`src/rtl/sbc_pkg.sv`:
```
// ----------------------------------------------------------------------------
// sbc_pkg
// Types, constants and helpers shared by the sphere/box collision pipeline.
// ----------------------------------------------------------------------------
`default_nettype none
package sbc_pkg;

    localparam int CW      = 24;          // coordinate width
    localparam int RW      = 20;          // radius / register width
    localparam int D2W     = 2 * RW;      // squared distance width
    localparam int SQRT_N  = RW;          // one root bit per stage
    localparam int DIV_N   = D2W;         // one quotient bit per stage
    localparam int SUMW    = D2W + 2;     // final add width

    localparam logic [RW-1:0] FOOT_RESET = 20'd2560;
    localparam logic [RW-1:0] STEP_RESET = 20'd12800;

    typedef enum logic [1:0] {
        OC_NONE = 2'd0,
        OC_STEP = 2'd1,
        OC_PUSH = 2'd2,
        OC_ZERO = 2'd3
    } t_outcome;

    typedef struct packed {
        logic signed [CW-1:0] px;
        logic signed [CW-1:0] pz;
        logic signed [CW-1:0] ny;
        t_outcome             outcome;
        logic                 sx;
        logic                 sz;
        logic [RW-1:0]        ax;
        logic [RW-1:0]        az;
        logic [RW-1:0]        r;
    } t_side;

    function automatic logic signed [CW-1:0] sat_coord(input logic signed [SUMW-1:0] v);
        logic signed [SUMW-1:0] hi;
        logic signed [SUMW-1:0] lo;
        hi = SUMW'((64'sd1 <<< (CW - 1)) - 64'sd1);
        lo = -hi - SUMW'(1);
        if (v > hi) begin
            return hi[CW-1:0];
        end else if (v < lo) begin
            return lo[CW-1:0];
        end
        return v[CW-1:0];
    endfunction

endpackage
`default_nettype wire

```
`src/rtl/sbc_div.sv`:
```
// ----------------------------------------------------------------------------
// sbc_div
// Pipelined unsigned restoring divider, one quotient bit per register stage.
// ----------------------------------------------------------------------------
`default_nettype none
module sbc_div (
    input  wire logic                     i_clk,
    input  wire logic                     i_en,
    input  wire logic [sbc_pkg::D2W-1:0]  i_num,
    input  wire logic [sbc_pkg::RW-1:0]   i_den,
    output logic      [sbc_pkg::D2W-1:0]  o_quo
);
    import sbc_pkg::*;

    logic [D2W-1:0] r_n   [0:DIV_N-1];
    logic [RW-1:0]  r_rem [0:DIV_N-1];
    logic [D2W-1:0] r_quo [0:DIV_N-1];
    logic [RW-1:0]  r_den [0:DIV_N-1];

    for (genvar g = 0; g < DIV_N; g++) begin : g_stage
        logic [D2W-1:0] w_n;
        logic [RW-1:0]  w_rem;
        logic [D2W-1:0] w_quo;
        logic [RW-1:0]  w_den;
        logic [RW:0]    t_rem;
        logic [RW-1:0]  n_rem;
        logic           n_bit;

        if (g == 0) begin : g_first
            assign w_n   = i_num;
            assign w_rem = '0;
            assign w_quo = '0;
            assign w_den = i_den;
        end else begin : g_next
            assign w_n   = r_n[g-1];
            assign w_rem = r_rem[g-1];
            assign w_quo = r_quo[g-1];
            assign w_den = r_den[g-1];
        end

        always_comb begin
            t_rem = {w_rem, w_n[D2W-1]};
            if (t_rem >= {1'b0, w_den}) begin
                n_rem = RW'(t_rem - {1'b0, w_den});
                n_bit = 1'b1;
            end else begin
                n_rem = t_rem[RW-1:0];
                n_bit = 1'b0;
            end
        end

        always_ff @(posedge i_clk) begin
            if (i_en) begin
                r_n[g]   <= {w_n[D2W-2:0], 1'b0};
                r_rem[g] <= n_rem;
                r_quo[g] <= {w_quo[D2W-2:0], n_bit};
                r_den[g] <= w_den;
            end
        end
    end

    assign o_quo = r_quo[DIV_N-1];

endmodule
`default_nettype wire

```
`config.mk`:
```
export PLATFORM = sky130hd
export DESIGN_NAME = sbc_div
export DESIGN_NICKNAME = d
export VERILOG_FILES = /design/src/rtl/sbc_pkg.sv /design/src/rtl/sbc_div.sv
export SDC_FILE = /design/constraint.sdc
export NUM_CORES = 2
export LEC_CHECK = 0
export BUFFER_PORTS_ARGS = -buffer_cell sky130_fd_sc_hd__buf_4
export CELL_PAD_IN_SITES_DETAIL_PLACEMENT = 0
export CELL_PAD_IN_SITES_GLOBAL_PLACEMENT = 1
export CORE_MARGIN = 2
export CORE_UTILIZATION = 58
export DETAILED_ROUTE_END_ITERATION = 7
export HOLD_SLACK_MARGIN = 0.03
export PLACE_DENSITY_LB_ADDON = 0.1
export SLEW_MARGIN = 20
export SYNTH_ARGS = -nofsm -noshare
export SYNTH_HDL_FRONTEND = slang
export SYNTH_MEMORY_MAX_BITS = 65536
export SYNTH_SLANG_ARGS = --single-unit
```
`constraint.sdc`:
```
create_clock -name i_clk -period 5 [get_ports i_clk]
set_clock_uncertainty 0.05 [all_clocks]
set_input_delay 1 -clock i_clk [delete_from_list [all_inputs] [get_ports i_clk]]
set_output_delay 1 -clock i_clk [all_outputs]
set_load 0.1 [all_outputs]
```
# Word level (Yosys, flattened, before mapping)
# Memory sizes are Yosys's and may differ from the RTL's.
# Cells that the tools add are included.
# op_classes
addsub	40
magnitude_cmp	40
muxes	82
# ops
op	count
$ge A21 B20 Y1	39
$mux W20	40
$sub A20 B20 Y20	39
$mux W1	42
$ge A1 B20 Y1	1
$sub A1 B20 Y20	1
# word_totals
register_bits	0
mem_bits_rw	4760
in_bits	62
out_inout_bits	40
word_cells	166
memories	4
# mem_list
name	words	width	read_ports	rd_clocked_by_memory_dff	wr	line	source
r_quo	40	40	40	0	40	sbc_div.sv:17	logic [D2W-1:0] r_quo [0:DIV_N-1];
r_n	40	39	39	0	40	sbc_div.sv:15	logic [D2W-1:0] r_n [0:DIV_N-1];
r_den	40	20	39	0	40	sbc_div.sv:18	logic [RW-1:0] r_den [0:DIV_N-1];
r_rem	40	20	39	0	40	sbc_div.sv:16	logic [RW-1:0] r_rem [0:DIV_N-1];

# Depth between registers and ports, before layout
# An unclocked memory read counts as a cell.
# depth
depth_word	3
mapped_depth	14
depth_no_buf	12

# Worst setup path after synthesis
# OpenSTA, ideal clock, no wires.
# synth_path
path_type	register to register
start	memory r_rem[29][5], in the netlist r_rem[3][105]
end	memory r_rem[30][12], in the netlist r_rem[3][132] (data pin)
setup_ps	260
t_arrival_ps	2884
t_required_ps	4690
setup_slack_ps	1806
stages_incl_launch_ff	12
n_path_buf	1
synth_period_minus_slack_ps	3194
cell_sequence	edfxtp_1 -> ha_1 -> a21oi_1 -> o22ai_1 -> a2111oi_2 -> a21oi_1 -> a221o_1 -> a31o_2 -> nor3_2 -> o31a_2 -> buf_6 -> mux2_2
# synth_lines
element	line
start, declared	sbc_div.sv:16

==> results.toml <==
[outcome]
status = "completed"

[drt]
postRouteAntennaNets = 0
firstDrtPassIters = 5
remaining_drc_errors = 0
num_vias = 80100
drtIter0Drc = 6434
detail_route.wirelength_mm = 276
avgRoutedWirePerCell_um = 19.6
avgViaCountPerCell = 5.67

[cells_and_area]
finalNetCount = 11500
finalCoreUtilization = 0.649
fillCellCount = 17800
final_design_area_no_fill_um2 = 160000
area_delta_synth_final_pct = 11.4
drive_above_1_share = 0.115

[sta]
timing.final.setup_violations = 0
layout_worst_path_cycle_share = 0.817
fin_ws_ps = 917
total_negative_slack_for_setup_checks_ps = 0
worstMarginPinSlew_ps = 1080
achievable-frequency_ghz = 0.245
timing_hold_violations_final = 0
whs_ps = 166
slew_headroom = 0.262
layout_min_cycle_time_ps = 4080
final_count_of_pins_violating_max_slew = 0
grt_setup_unrepaired = "false"

[grt]
global_route.usage.total = 0.219
first_global_vias = 78400
total_congestion_overflow = 0
grt_max_degree = 151
grt_antenna_before_repair = 5
grt_pass1_wl_mm = 435

[power_and_ir_drop]
power.leakage_nw = 61.8
powerDensity_nw_per_um2 = 620
ir_drop_uv = 401

[clocking]
post_cts_buffers = 0
clk_pin_slew_worst_paths_ps = 60
cts_inserted_buffers = 343
cts_root_buffer = "sky130_fd_sc_hd__clkbuf_16"
clock_tree_from_tritoncts = "built"
number_of_buffers_on_the_longest_clock_path = 4
cts.sinks = 3160
cts.repair.resized = 0
clk-insertion-delay-late_ps = 960
cts_htree_levels = 5
ctsHoldBuffers = 0

[synth]
synth.yosys.seq_area_share = 0.662
synthesis.area_per_instance_um2 = 14.0
synth_seq_cells = 3160
async_reset_ff_frac = 0
synth_fp_nets = 11100
yosysWarningCount = 0
synthCells = 10200
post_synth_instance_area_um2 = 143000
synth-main-ff-cell = "sky130_fd_sc_hd__edfxtp_1"
yosysUniqueCellTypes = 101
synth-edff-count = 3160

[floorplanning]
placement_rows = 182
die_area_um2 = 251000
initial_core_utilization = 0.583
die_height_um = 501
placeableCoreArea_um2 = 246000
ios = 102
die-width_um = 501

[critical_path]
crit_path_max_incr_delay_ps = 590
timing.critical_path.cells = "ha_1 > a21o_1 > or3_1 > o211ai_1 > a21oi_1 > or3_1 > a21oi_2 > o21ai_1 > a21boi_2 > buf_4 > mux2_2"
endpoint_kind = "register"
timing.critical_path.from_type = "register"
worstPathArrival_ps = 4670
timing.critical_path.fanout_max = 11
regToRegSetupSlack_ps = 920
data_required_time_of_the_worst_path_ps = 5590
critical_path.slowest_cell = "sky130_fd_sc_hd__a21boi_2"
critical-path-top-cell-by-count = "sky130_fd_sc_hd__or3_1"
classification_of_the_worst_setup_path = "register to register"

[place]
finalWeightedCongestion = 0.888
hpwlAfterDp_mm = 195
detailed_place.area_um2 = 149000
port_buffer_cells = 101
place_worst_setup_slack_ps = 1000

[hold_path]
hold_path_class = "primary input to register"

[job]
maxCapViolations = 0
placed cells by master (no fill, tap or decap), types with 35 or more instances in the layout:
cell                        instances
sky130_fd_sc_hd__edfxtp_1        3160
sky130_fd_sc_hd__inv_1           1004
sky130_fd_sc_hd__ha_1             782
sky130_fd_sc_hd__a21oi_1          614
sky130_fd_sc_hd__nor2_1           612
sky130_fd_sc_hd__o21ai_0          451
sky130_fd_sc_hd__mux2_2           440
sky130_fd_sc_hd__nand2_1          427
sky130_fd_sc_hd__xnor2_1          374
sky130_fd_sc_hd__clkbuf_16        346
sky130_fd_sc_hd__a21o_1           245
sky130_fd_sc_hd__buf_4            191
sky130_fd_sc_hd__xor2_1           183
sky130_fd_sc_hd__nand3_1          159
sky130_fd_sc_hd__nor3_1           154
sky130_fd_sc_hd__nor2b_1          147
sky130_fd_sc_hd__nand2b_1         101
sky130_fd_sc_hd__o21a_1           100
sky130_fd_sc_hd__nand4_1           87
sky130_fd_sc_hd__and3_1            86
sky130_fd_sc_hd__or3_1             69
sky130_fd_sc_hd__mux2i_1           66
sky130_fd_sc_hd__clkinv_2          64
sky130_fd_sc_hd__clkinv_1          61
sky130_fd_sc_hd__a31oi_1           60
sky130_fd_sc_hd__a211oi_1          58
sky130_fd_sc_hd__o21bai_1          56
sky130_fd_sc_hd__clkbuf_1          50
sky130_fd_sc_hd__o211ai_1          45
sky130_fd_sc_hd__and2_1            38
sky130_fd_sc_hd__fa_1              38
sky130_fd_sc_hd__a21boi_0          37
sky130_fd_sc_hd__o31a_1            36
sky130_fd_sc_hd__o31ai_1           35
routing by layer:
layer	global-route usage	vias to the layer above	routed length (µm)
met5	0	-	0
li1	-	39000	-
met2	0.354	1722	131000
met4	0.0613	0	7280
met1	0.315	38900	127000
met3	0.0255	467	11200
critical path: cells and delay by family (launching register included):
kind | cells | cell delay [ps]
compound gates | 6 | 1520
fa+ha+maj | 1 | 390
buf+inv | 1 | 330
flops | 1 | 400
mux | 1 | 360
simple gates | 2 | 720
power breakdown:
part / internal [W] / switching [W] / leakage, nW / total [W]
Sequential: 0.0362 / 0.00290 / 30.9 / 0.0391
Clock: 0.0144 / 0.00994 / 5.27 / 0.0243
Combinational: 0.0162 / 0.0192 / 25.7 / 0.0355
Total: 0.0668 / 0.0321 / 61.8 / 0.0989
final timing paths:
path / from / end / cells after the start
hold / removal: i_num[23] / r_n[0][23] / 1
setup / recovery: r_rem[1][45] / r_rem[1][76] / 11
setup reg to reg: r_rem[1][45] / r_rem[1][76] / 11
hold reg to reg: r_quo[3][1] / r_quo[3][42] / 0
state kept, by name, indices dropped and copies added, names as in the netlist:
signal,cells
r_rem,780
r_quo,820
r_den,780
r_n,780
per-stage QoR:
stage | power (W) | cells
4_1_cts | 0.0995 | 14100
3_3_place_gp | 0.0742 | 13500
2_1_floorplan | 0.0657 | 10200
3_5_place_dp | 0.0747 | 13500
6_report | 0.0989 | 14100
5_1_grt | 0.105 | 14100
synth_stat cells, types with 45 or more instances:
| cell | number | share of area |
|---|---|---|
| sky130_fd_sc_hd__o21bai_1 | 57 | 0.0030 |
| sky130_fd_sc_hd__nand2b_1 | 101 | 0.0044 |
| sky130_fd_sc_hd__nor2_1 | 613 | 0.016 |
| sky130_fd_sc_hd__mux2i_1 | 66 | 0.0046 |
| sky130_fd_sc_hd__nand3_1 | 159 | 0.0056 |
| sky130_fd_sc_hd__a31oi_1 | 61 | 0.0027 |
| sky130_fd_sc_hd__o211ai_1 | 45 | 0.0024 |
| sky130_fd_sc_hd__xor2_1 | 183 | 0.011 |
| sky130_fd_sc_hd__mux2_2 | 440 | 0.035 |
| sky130_fd_sc_hd__clkbuf_1 | 86 | 0.0023 |
| sky130_fd_sc_hd__a21o_1 | 245 | 0.013 |
| sky130_fd_sc_hd__a21oi_1 | 616 | 0.022 |
| sky130_fd_sc_hd__inv_1 | 1004 | 0.026 |
| sky130_fd_sc_hd__or3_1 | 69 | 0.0030 |
| sky130_fd_sc_hd__edfxtp_1 | 3160 | 0.66 |
| sky130_fd_sc_hd__ha_1 | 782 | 0.068 |
| sky130_fd_sc_hd__nand2_1 | 427 | 0.011 |
| sky130_fd_sc_hd__o21a_1 | 100 | 0.0052 |
| sky130_fd_sc_hd__nand4_1 | 87 | 0.0038 |
| sky130_fd_sc_hd__o21ai_0 | 451 | 0.016 |
| sky130_fd_sc_hd__nor2b_1 | 147 | 0.0064 |
| sky130_fd_sc_hd__and3_1 | 86 | 0.0038 |
| sky130_fd_sc_hd__xnor2_1 | 374 | 0.023 |
| sky130_fd_sc_hd__nor3_1 | 154 | 0.0054 |
| sky130_fd_sc_hd__a211oi_1 | 58 | 0.0030 |
cell families after synthesis:
group | synth area share
AOI/OAI and AO/OA | 0.0903
and+or+nand+nor | 0.0681
buffers and inverters | 0.0313
DFF | 0.662
xor gates and xnor gates | 0.0341
muxes | 0.0403
adders and majority gates | 0.0736
final cells by class:
type	instances	area (µm²)	area share
diodes	3	7.51	0.0000471
clock buffers	396	8850	0.0554
clock inverters	201	2000	0.0125
inverters	1006	3780	0.0237
multi-input cells	5917	44100	0.276
flip-flops and latches	3160	94900	0.595
well taps	3220	4030	0.0253
repair buffers	215	1920	0.0120
Power figures use the tool's default switching activity.
