File: src/rtl/sbc_pkg.sv
// ----------------------------------------------------------------------------
// sbc_pkg
// Types, constants and helpers shared by the sphere/box collision pipeline.
// ----------------------------------------------------------------------------
`default_nettype none
package sbc_pkg;

    localparam int CW      = 24;          // coordinate width
    localparam int RW      = 20;          // radius / register width
    localparam int D2W     = 2 * RW;      // squared distance width
    localparam int SQRT_N  = RW;          // one root bit per stage
    localparam int DIV_N   = D2W;         // one quotient bit per stage
    localparam int SUMW    = D2W + 2;     // final add width

    localparam logic [RW-1:0] FOOT_RESET = 20'd2560;
    localparam logic [RW-1:0] STEP_RESET = 20'd12800;

    typedef enum logic [1:0] {
        OC_NONE = 2'd0,
        OC_STEP = 2'd1,
        OC_PUSH = 2'd2,
        OC_ZERO = 2'd3
    } t_outcome;

    typedef struct packed {
        logic signed [CW-1:0] px;
        logic signed [CW-1:0] pz;
        logic signed [CW-1:0] ny;
        t_outcome             outcome;
        logic                 sx;
        logic                 sz;
        logic [RW-1:0]        ax;
        logic [RW-1:0]        az;
        logic [RW-1:0]        r;
    } t_side;

    function automatic logic signed [CW-1:0] sat_coord(input logic signed [SUMW-1:0] v);
        logic signed [SUMW-1:0] hi;
        logic signed [SUMW-1:0] lo;
        hi = SUMW'((64'sd1 <<< (CW - 1)) - 64'sd1);
        lo = -hi - SUMW'(1);
        if (v > hi) begin
            return hi[CW-1:0];
        end else if (v < lo) begin
            return lo[CW-1:0];
        end
        return v[CW-1:0];
    endfunction

endpackage
`default_nettype wire

File: src/rtl/sbc_sqrt.sv
// ----------------------------------------------------------------------------
// sbc_sqrt
// Pipelined floor square root, one root bit per register stage.
// ----------------------------------------------------------------------------
`default_nettype none
module sbc_sqrt (
    input  wire logic                     i_clk,
    input  wire logic                     i_en,
    input  wire logic [sbc_pkg::D2W-1:0]  i_d2,
    output logic      [sbc_pkg::RW-1:0]   o_root
);
    import sbc_pkg::*;

    logic [D2W-1:0] r_n    [0:SQRT_N-1];
    logic [RW+1:0]  r_rem  [0:SQRT_N-1];
    logic [RW-1:0]  r_root [0:SQRT_N-1];

    for (genvar g = 0; g < SQRT_N; g++) begin : g_stage
        logic [D2W-1:0] w_n;
        logic [RW+1:0]  w_rem;
        logic [RW-1:0]  w_root;
        logic [RW+3:0]  t_rem;
        logic [RW+3:0]  t_trial;
        logic [RW+1:0]  n_rem;
        logic [RW-1:0]  n_root;

        if (g == 0) begin : g_first
            assign w_n    = i_d2;
            assign w_rem  = '0;
            assign w_root = '0;
        end else begin : g_next
            assign w_n    = r_n[g-1];
            assign w_rem  = r_rem[g-1];
            assign w_root = r_root[g-1];
        end

        always_comb begin
            t_rem   = {w_rem, w_n[D2W-1:D2W-2]};
            t_trial = {2'b00, w_root, 2'b01};
            if (t_rem >= t_trial) begin
                n_rem  = (RW+2)'(t_rem - t_trial);
                n_root = {w_root[RW-2:0], 1'b1};
            end else begin
                n_rem  = t_rem[RW+1:0];
                n_root = {w_root[RW-2:0], 1'b0};
            end
        end

        always_ff @(posedge i_clk) begin
            if (i_en) begin
                r_n[g]    <= {w_n[D2W-3:0], 2'b00};
                r_rem[g]  <= n_rem;
                r_root[g] <= n_root;
            end
        end
    end

    assign o_root = r_root[SQRT_N-1];

endmodule
`default_nettype wire

File: config.mk
export PLATFORM = sky130hd
export DESIGN_NAME = sbc_sqrt
export DESIGN_NICKNAME = d
export VERILOG_FILES = /design/src/rtl/sbc_pkg.sv /design/src/rtl/sbc_sqrt.sv
export SDC_FILE = /design/constraint.sdc
export NUM_CORES = 1
export LEC_CHECK = 0
export BUFFER_PORTS_ARGS = -buffer_cell sky130_fd_sc_hd__buf_2
export CAP_MARGIN = 20
export CORE_MARGIN = 8
export CORE_UTILIZATION = 32
export CTS_CLUSTER_SIZE = 28
export DETAILED_ROUTE_END_ITERATION = 10
export GPL_TIMING_DRIVEN = 0
export PLACE_DENSITY = 0.45
export SYNTH_ARGS = -nofsm -noshare
export SYNTH_HDL_FRONTEND = slang
export SYNTH_SLANG_ARGS = --single-unit
File: constraint.sdc
create_clock -name i_clk -period 8.1 [get_ports i_clk]
set_clock_uncertainty 0.1 [all_clocks]
set_input_delay 1.215 -clock i_clk [delete_from_list [all_inputs] [get_ports i_clk]]
set_output_delay 1.215 -clock i_clk [all_outputs]
set_load 0.02 [all_outputs]
### Yosys cells after proc, flatten, opt, wreduce, memory -nomap -nowiden

Memory sizes are Yosys's and may differ from the RTL's.
Cells that the tools add are included.

| word-level totals | value |
|---|---|
| register bits after elaboration | 0 |
| memory bits (writable) | 1600 |
| input bits | 42 |
| output and inout port bits | 20 |
| word-level logic and storage cells | 85 |
| memories | 3 |

| operators by class | value |
|---|---|
| $add $sub $neg | 20 |
| magnitude comparators | 20 |
| muxes and demuxes | 42 |

Memories:

| memory | depth | width | read ports | clocked after memory_dff | wr ports | line | RTL |
|---|---|---|---|---|---|---|---|
| r_n | 20 | 38 | 19 | 0 | 20 | sbc_sqrt.sv:14 | `logic [D2W-1:0] r_n [0:SQRT_N-1];` |
| r_rem | 20 | 22 | 19 | 0 | 20 | sbc_sqrt.sv:15 | `logic [RW+1:0] r_rem [0:SQRT_N-1];` |
| r_root | 20 | 20 | 20 | 0 | 20 | sbc_sqrt.sv:16 | `logic [RW-1:0] r_root [0:SQRT_N-1];` |

Operator list:

| cell | count |
|---|---|
| $ge A24 B22 Y1 | 19 |
| $mux W22 | 20 |
| $sub A22 B22 Y22 | 19 |
| $mux W1 | 22 |
| $sub A2 B1 Y3 const B | 1 |
| $ge A2 B1 Y1 const B | 1 |

### Logic depth before layout (Yosys ltp)

An unclocked memory read counts as a cell.

| depth | value |
|---|---|
| depth after elaboration | 3 |
| mapped depth | 13 |
| depth with buffers taken out | 11 |

### Least setup slack after synthesis

No wires, ideal clock.

| timing path | value |
|---|---|
| kind | reg-to-reg |
| start | memory r_rem[10][3] (netlist bit) |
| end | memory r_rem[11][18] (netlist bit) (data pin) |
| setup time | 0.271 ns |
| data arrival time | 2.659 ns |
| data required time | 7.729 ns |
| slack | 5.070 ns |
| stages on the path, launching flop included | 12 |
| buffers on the path | 1 |
| period minus slack after synthesis | 3.030 ns |
| cell sequence | edfxtp_1 -> ha_1 -> a21o_1 -> a21oi_1 -> nand2b_1 -> or3b_1 -> clkbuf_1 -> a41oi_1 -> a21oi_1 -> or3_1 -> nor4_1 -> xor2_1 |

RTL lines:

| element | line |
|---|---|
| start, declared | sbc_sqrt.sv:15 |

==> results <==
- The primary flip-flop cell chosen by synthesis mapping is sky130_fd_sc_hd__edfxtp_1.
- The number of fillers in the final layout is around 13000.
- After detailed routing, the total wire length is just over 80000 µm.
- The combined area of all synthesized cells is roughly 0.045 mm².
- The flow ran to the end, and the final reports show no timing, DRC or antenna violations.
- The total CTS buffers is around 110.
- The final worst-path cycle share is 52.60%.
- The H-tree generated during clock tree synthesis spans 3 levels.
- The number of endpoints failing setup at the final stage is 0.
- The total number of cells along the worst setup path is 9.
- The average cell area after synthesis is 13.36 µm².
- The final instance area is 0.05104 mm².
- Prior to clock tree synthesis, the placed netlist has a worst setup slack of between 3 and 4 ns.
- The largest buffer count on any clock path is 3.
- The capturing instance or port of the critical path is r_rem[17][13]$_DFFE_PP_.
- The number of warnings issued by yosys is 0.
- Compared with the post-synthesis result, the final layout area differs by 14.52%.
- The clock latency at the later pin of the worst-skew pair is between 0.7 and 0.8 ns.
- The tree built by TritonCTS fans out to 980 sinks.
- Once the floorplan was initialized, standard cells occupied between 30% and 40% of the core.
- The final hold violation count is 0.
- The endpoint of the most critical register-to-register path is r_rem[17][13]$_DFFE_PP_.
- The type of origin of the critical path is a flip-flop.
- The number of cell rows is 137.
- For the pin with the worst max-slew slack, the measured transition is 1.082 ns.
- The post-cts repair resize count is 0.
- The die outline height is 389.2 µm.
- Hold timing on the final database bottoms out at a slack of about 0.26 ns.
- The global-route total usage across every layer is a little over a tenth.
- For this run, the detailed router's first-pass iteration total came to 4.
- The root buffer cell chosen for the clock tree is sky130_fd_sc_hd__clkbuf_16.
- The number of antenna violations at the first check in global routing is 0.
- The via count of the first global-routing pass is between 20000 and 30000.
- Data on the critical path arrives at its endpoint at between 4 and 5 ns.
- Sequential cells were found to cover between 60 and 70% of the synthesized design area.
- The clock-pin slew on the worst setup and hold paths is 0.06 ns.
- STA classifies the critical path endpoint as a flip-flop.
- The die covers roughly 0.15 mm².
- The total power density per cell area is 265.6 mW/mm².
- Along the worst hold path, the cell count comes to 0.
- The slowest stage of the critical path belongs to the cell sky130_fd_sc_hd__nor4_1.
- The worst hold path belongs to the class flip-flop to flip-flop.
- In the synthesized netlist, the number of instances is ~3300.
- The worst register-to-register path begins at r_rem[16][8]$_DFFE_PP_.
- For this run, the top clock speed supported by timing is approximately 0.23 GHz.
- The number of max-slew violations in the final report is 0.
- Once detail routing completed, the nets flagged for antenna violations numbered 0.
- The path type of the worst setup path is flip-flop to flip-flop.
- The mean routed wirelength per cell is about 15 µm.
- The placed standard-cell area is about 0.047 mm².
- The worst path required time is ~8.4 ns.
- The overall power is 13.56 mW.
- Yosys mapped a number of flops with a built-in enable equal to slightly below 1000.
- For this run, design rule violations remaining after detail routing come to 0.
- In this run the worst path has a maximum fanout of 10.
- 0 antenna diodes ended up in the layout.
- The hold buffer count at cts is 0.
- In this run the tightest slew margin relative to its limit is around 27%.
- The minimum period implied by the final worst setup slack is about 4.3 ns.
- The critical path starts at r_rem[16][8]$_DFFE_PP_.
- For this block, the initial DRC count from the detailed router was slightly below 1000.
- In this run the count of I/O pins placed on the die edge is 62.
- The number of nets in the synthesized netlist is about 3600.
- The delay contributed by the slowest stage of the critical path is about 0.86 ns.
- The average vias per placed instance is roughly 4.6.
- The remaining global-route overflow is 0.
- Setup repair after global routing left no endpoint under its margin.
- In this run the register-to-register setup slack is 3.84 ns.
- The cell family contributing the most delay on the critical path is simple AND/OR/NAND/NOR gates.
- The die is 389.2 µm wide.
- TritonCTS built the clock tree.
- The final layout net count is around 3800.
- For the worst flop-to-flop path, the logic depth is 9.
- The total negative setup slack is 0 ns.
- The half-perimeter wire length of the detailed placement result is about 59000 µm.
- The global-route wire length before repair is 131100 µm.
- The detailed-route via count is 24880.
- The congestion estimate from routability-driven global placement came to 0.8423.
- The proportion of register bits with asynchronous set or reset after synthesis is 0%.
- The core region area is roughly 0.14 mm².
- Across the VDD grid, the largest voltage drop is roughly 0.18 mV.
- The slack of the critical path is between 3 and 4 ns.
- The count of cell types in the netlist is around 80.
- The post-CTS setup repair buffer count is 0.
- The number of synthesized register bits is between 900 and 1000.
- The worst path buffer plus inverter count is 2.
- The analysis attributes to cell leakage a power of 19.30 nW.
- Walking the worst path, the cells encountered are ha_1 > and3_1 > nand2_1 > nor4_1 > o21ai_1 > nand4_1 > clkbuf_1 > buf_1 > a21oi_1.
- Cells with a size suffix above 1 make up 7.809% of the layout.
- Input and output buffers added on the ports amount to 61.
- Entering global routing, the biggest net connects 122 pins.
- The reported max-cap violation count is 0.
state kept, by name (all words and copies together), names as in the netlist:
name,count
r_rem,390
r_n,380
r_root,210
worst min path at each step:
stage | from | to | slack [ns]
2_1_floorplan | r_n[9][18]$_DFFE_PP_ | r_n[10][20]$_DFFE_PP_ | 0.30
3_3_place_gp | r_n[2][6]$_DFFE_PP_ | r_n[3][8]$_DFFE_PP_ | 0.30
3_5_place_dp | r_n[10][28]$_DFFE_PP_ | r_n[11][30]$_DFFE_PP_ | 0.30
4_1_cts | r_n[10][31]$_DFFE_PP_ | r_n[11][33]$_DFFE_PP_ | 0.24
5_1_grt | r_n[10][31]$_DFFE_PP_ | r_n[11][33]$_DFFE_PP_ | 0.24
6_report | r_n[5][18]$_DFFE_PP_ | r_n[6][20]$_DFFE_PP_ | 0.26
cells by family (layout without fill, tap and decap cells):
| kind of cell | after synthesis | in the layout | share of synthesized area [%] |
|---|---|---|---|
| xor+xnor | 303 | 303 | 5.955 |
| fa+ha+maj | 231 | 231 | 6.485 |
| simple gates | 822 | 822 | 9.206 |
| buf+inv | 339 | 614 | 2.867 |
| mux | 25 | 25 | 0.6177 |
| compound gates | 635 | 635 | 8.827 |
| flops | 980 | 980 | 66.03 |
| other cells | 1 | 1 | 0.008415 |
power by group:
part	switching, mW	internal, mW	total, mW
sequential	0.292	6.30	6.59
combinational	1.11	0.859	1.97
clock	2.03	2.97	5.00
total	3.43	10.1	13.6
final cells by class:
| class | count | area, µm² | area share [%] |
|---|---|---|---|
| buffer | 47 | 181.4 | 0.3555 |
| timing repair buffer | 69 | 535.5 | 1.049 |
| clock inverter | 58 | 735.7 | 1.442 |
| multi-input combinational | 2017 | 13860 | 27.16 |
| sequential | 980 | 29430 | 57.66 |
| tap | 1807 | 2261 | 4.430 |
| clock buffer | 148 | 2938 | 5.756 |
| inverter | 292 | 1096 | 2.148 |
cell usage after synthesis, types with 20 or more instances:
cell                       number  area [µm²]
sky130_fd_sc_hd__edfxtp_1     980       29430
sky130_fd_sc_hd__inv_1        290        1089
sky130_fd_sc_hd__ha_1         231        2890
sky130_fd_sc_hd__nor2_1       211       792.0
sky130_fd_sc_hd__a21oi_1      200        1001
sky130_fd_sc_hd__nand2_1      193       724.4
sky130_fd_sc_hd__xnor2_1      157        1375
sky130_fd_sc_hd__o21ai_0      156       780.8
sky130_fd_sc_hd__xor2_1       146        1279
sky130_fd_sc_hd__nor3_1        81       405.4
sky130_fd_sc_hd__a21o_1        66       495.5
sky130_fd_sc_hd__nand3_1       55       275.3
sky130_fd_sc_hd__o21a_1        53       397.9
sky130_fd_sc_hd__nand2b_1      49       306.5
sky130_fd_sc_hd__clkbuf_1      44       165.2
sky130_fd_sc_hd__nor4_1        37       231.5
sky130_fd_sc_hd__nor2b_1       31       193.9
sky130_fd_sc_hd__nand4_1       28       175.2
sky130_fd_sc_hd__or3_1         26       162.7
sky130_fd_sc_hd__or2_2         25       156.4
sky130_fd_sc_hd__o31ai_1       23       172.7
sky130_fd_sc_hd__or4_1         23       172.7
sky130_fd_sc_hd__mux2_2        20       225.2
cell usage in the layout, fill, tap and decap left out, types with 28 or more instances in the layout:
master and count:
sky130_fd_sc_hd__a21o_1 66, sky130_fd_sc_hd__a21oi_1 200, sky130_fd_sc_hd__buf_2 61, sky130_fd_sc_hd__clkbuf_1 80
sky130_fd_sc_hd__clkbuf_16 112, sky130_fd_sc_hd__edfxtp_1 980, sky130_fd_sc_hd__ha_1 231, sky130_fd_sc_hd__inv_1 290
sky130_fd_sc_hd__nand2_1 193, sky130_fd_sc_hd__nand2b_1 49, sky130_fd_sc_hd__nand3_1 55, sky130_fd_sc_hd__nand4_1 28
sky130_fd_sc_hd__nor2_1 211, sky130_fd_sc_hd__nor2b_1 31, sky130_fd_sc_hd__nor3_1 81, sky130_fd_sc_hd__nor4_1 37
sky130_fd_sc_hd__o21a_1 53, sky130_fd_sc_hd__o21ai_0 156, sky130_fd_sc_hd__xnor2_1 157, sky130_fd_sc_hd__xor2_1 146
metal layers:
| metal | up-vias | track usage, % | routed length, µm |
|---|---|---|---|
| met5 | - | 0 | 0 |
| met1 | 11710 | 10.51 | 31000 |
| met4 | 0 | 5.166 | 3456 |
| li1 | 12680 | - | - |
| met2 | 315 | 20.78 | 44600 |
| met3 | 180 | 1.992 | 2801 |
through the flow:
step	utilization, %	cells
5_1_grt	36.76	5418
4_1_cts	36.76	5418
6_report	36.76	5418
3_5_place_dp	34.11	5212
2_1_floorplan	-	3336
3_3_place_gp	33.95	5204
Note: power is estimated with default switching activity, not from simulation.
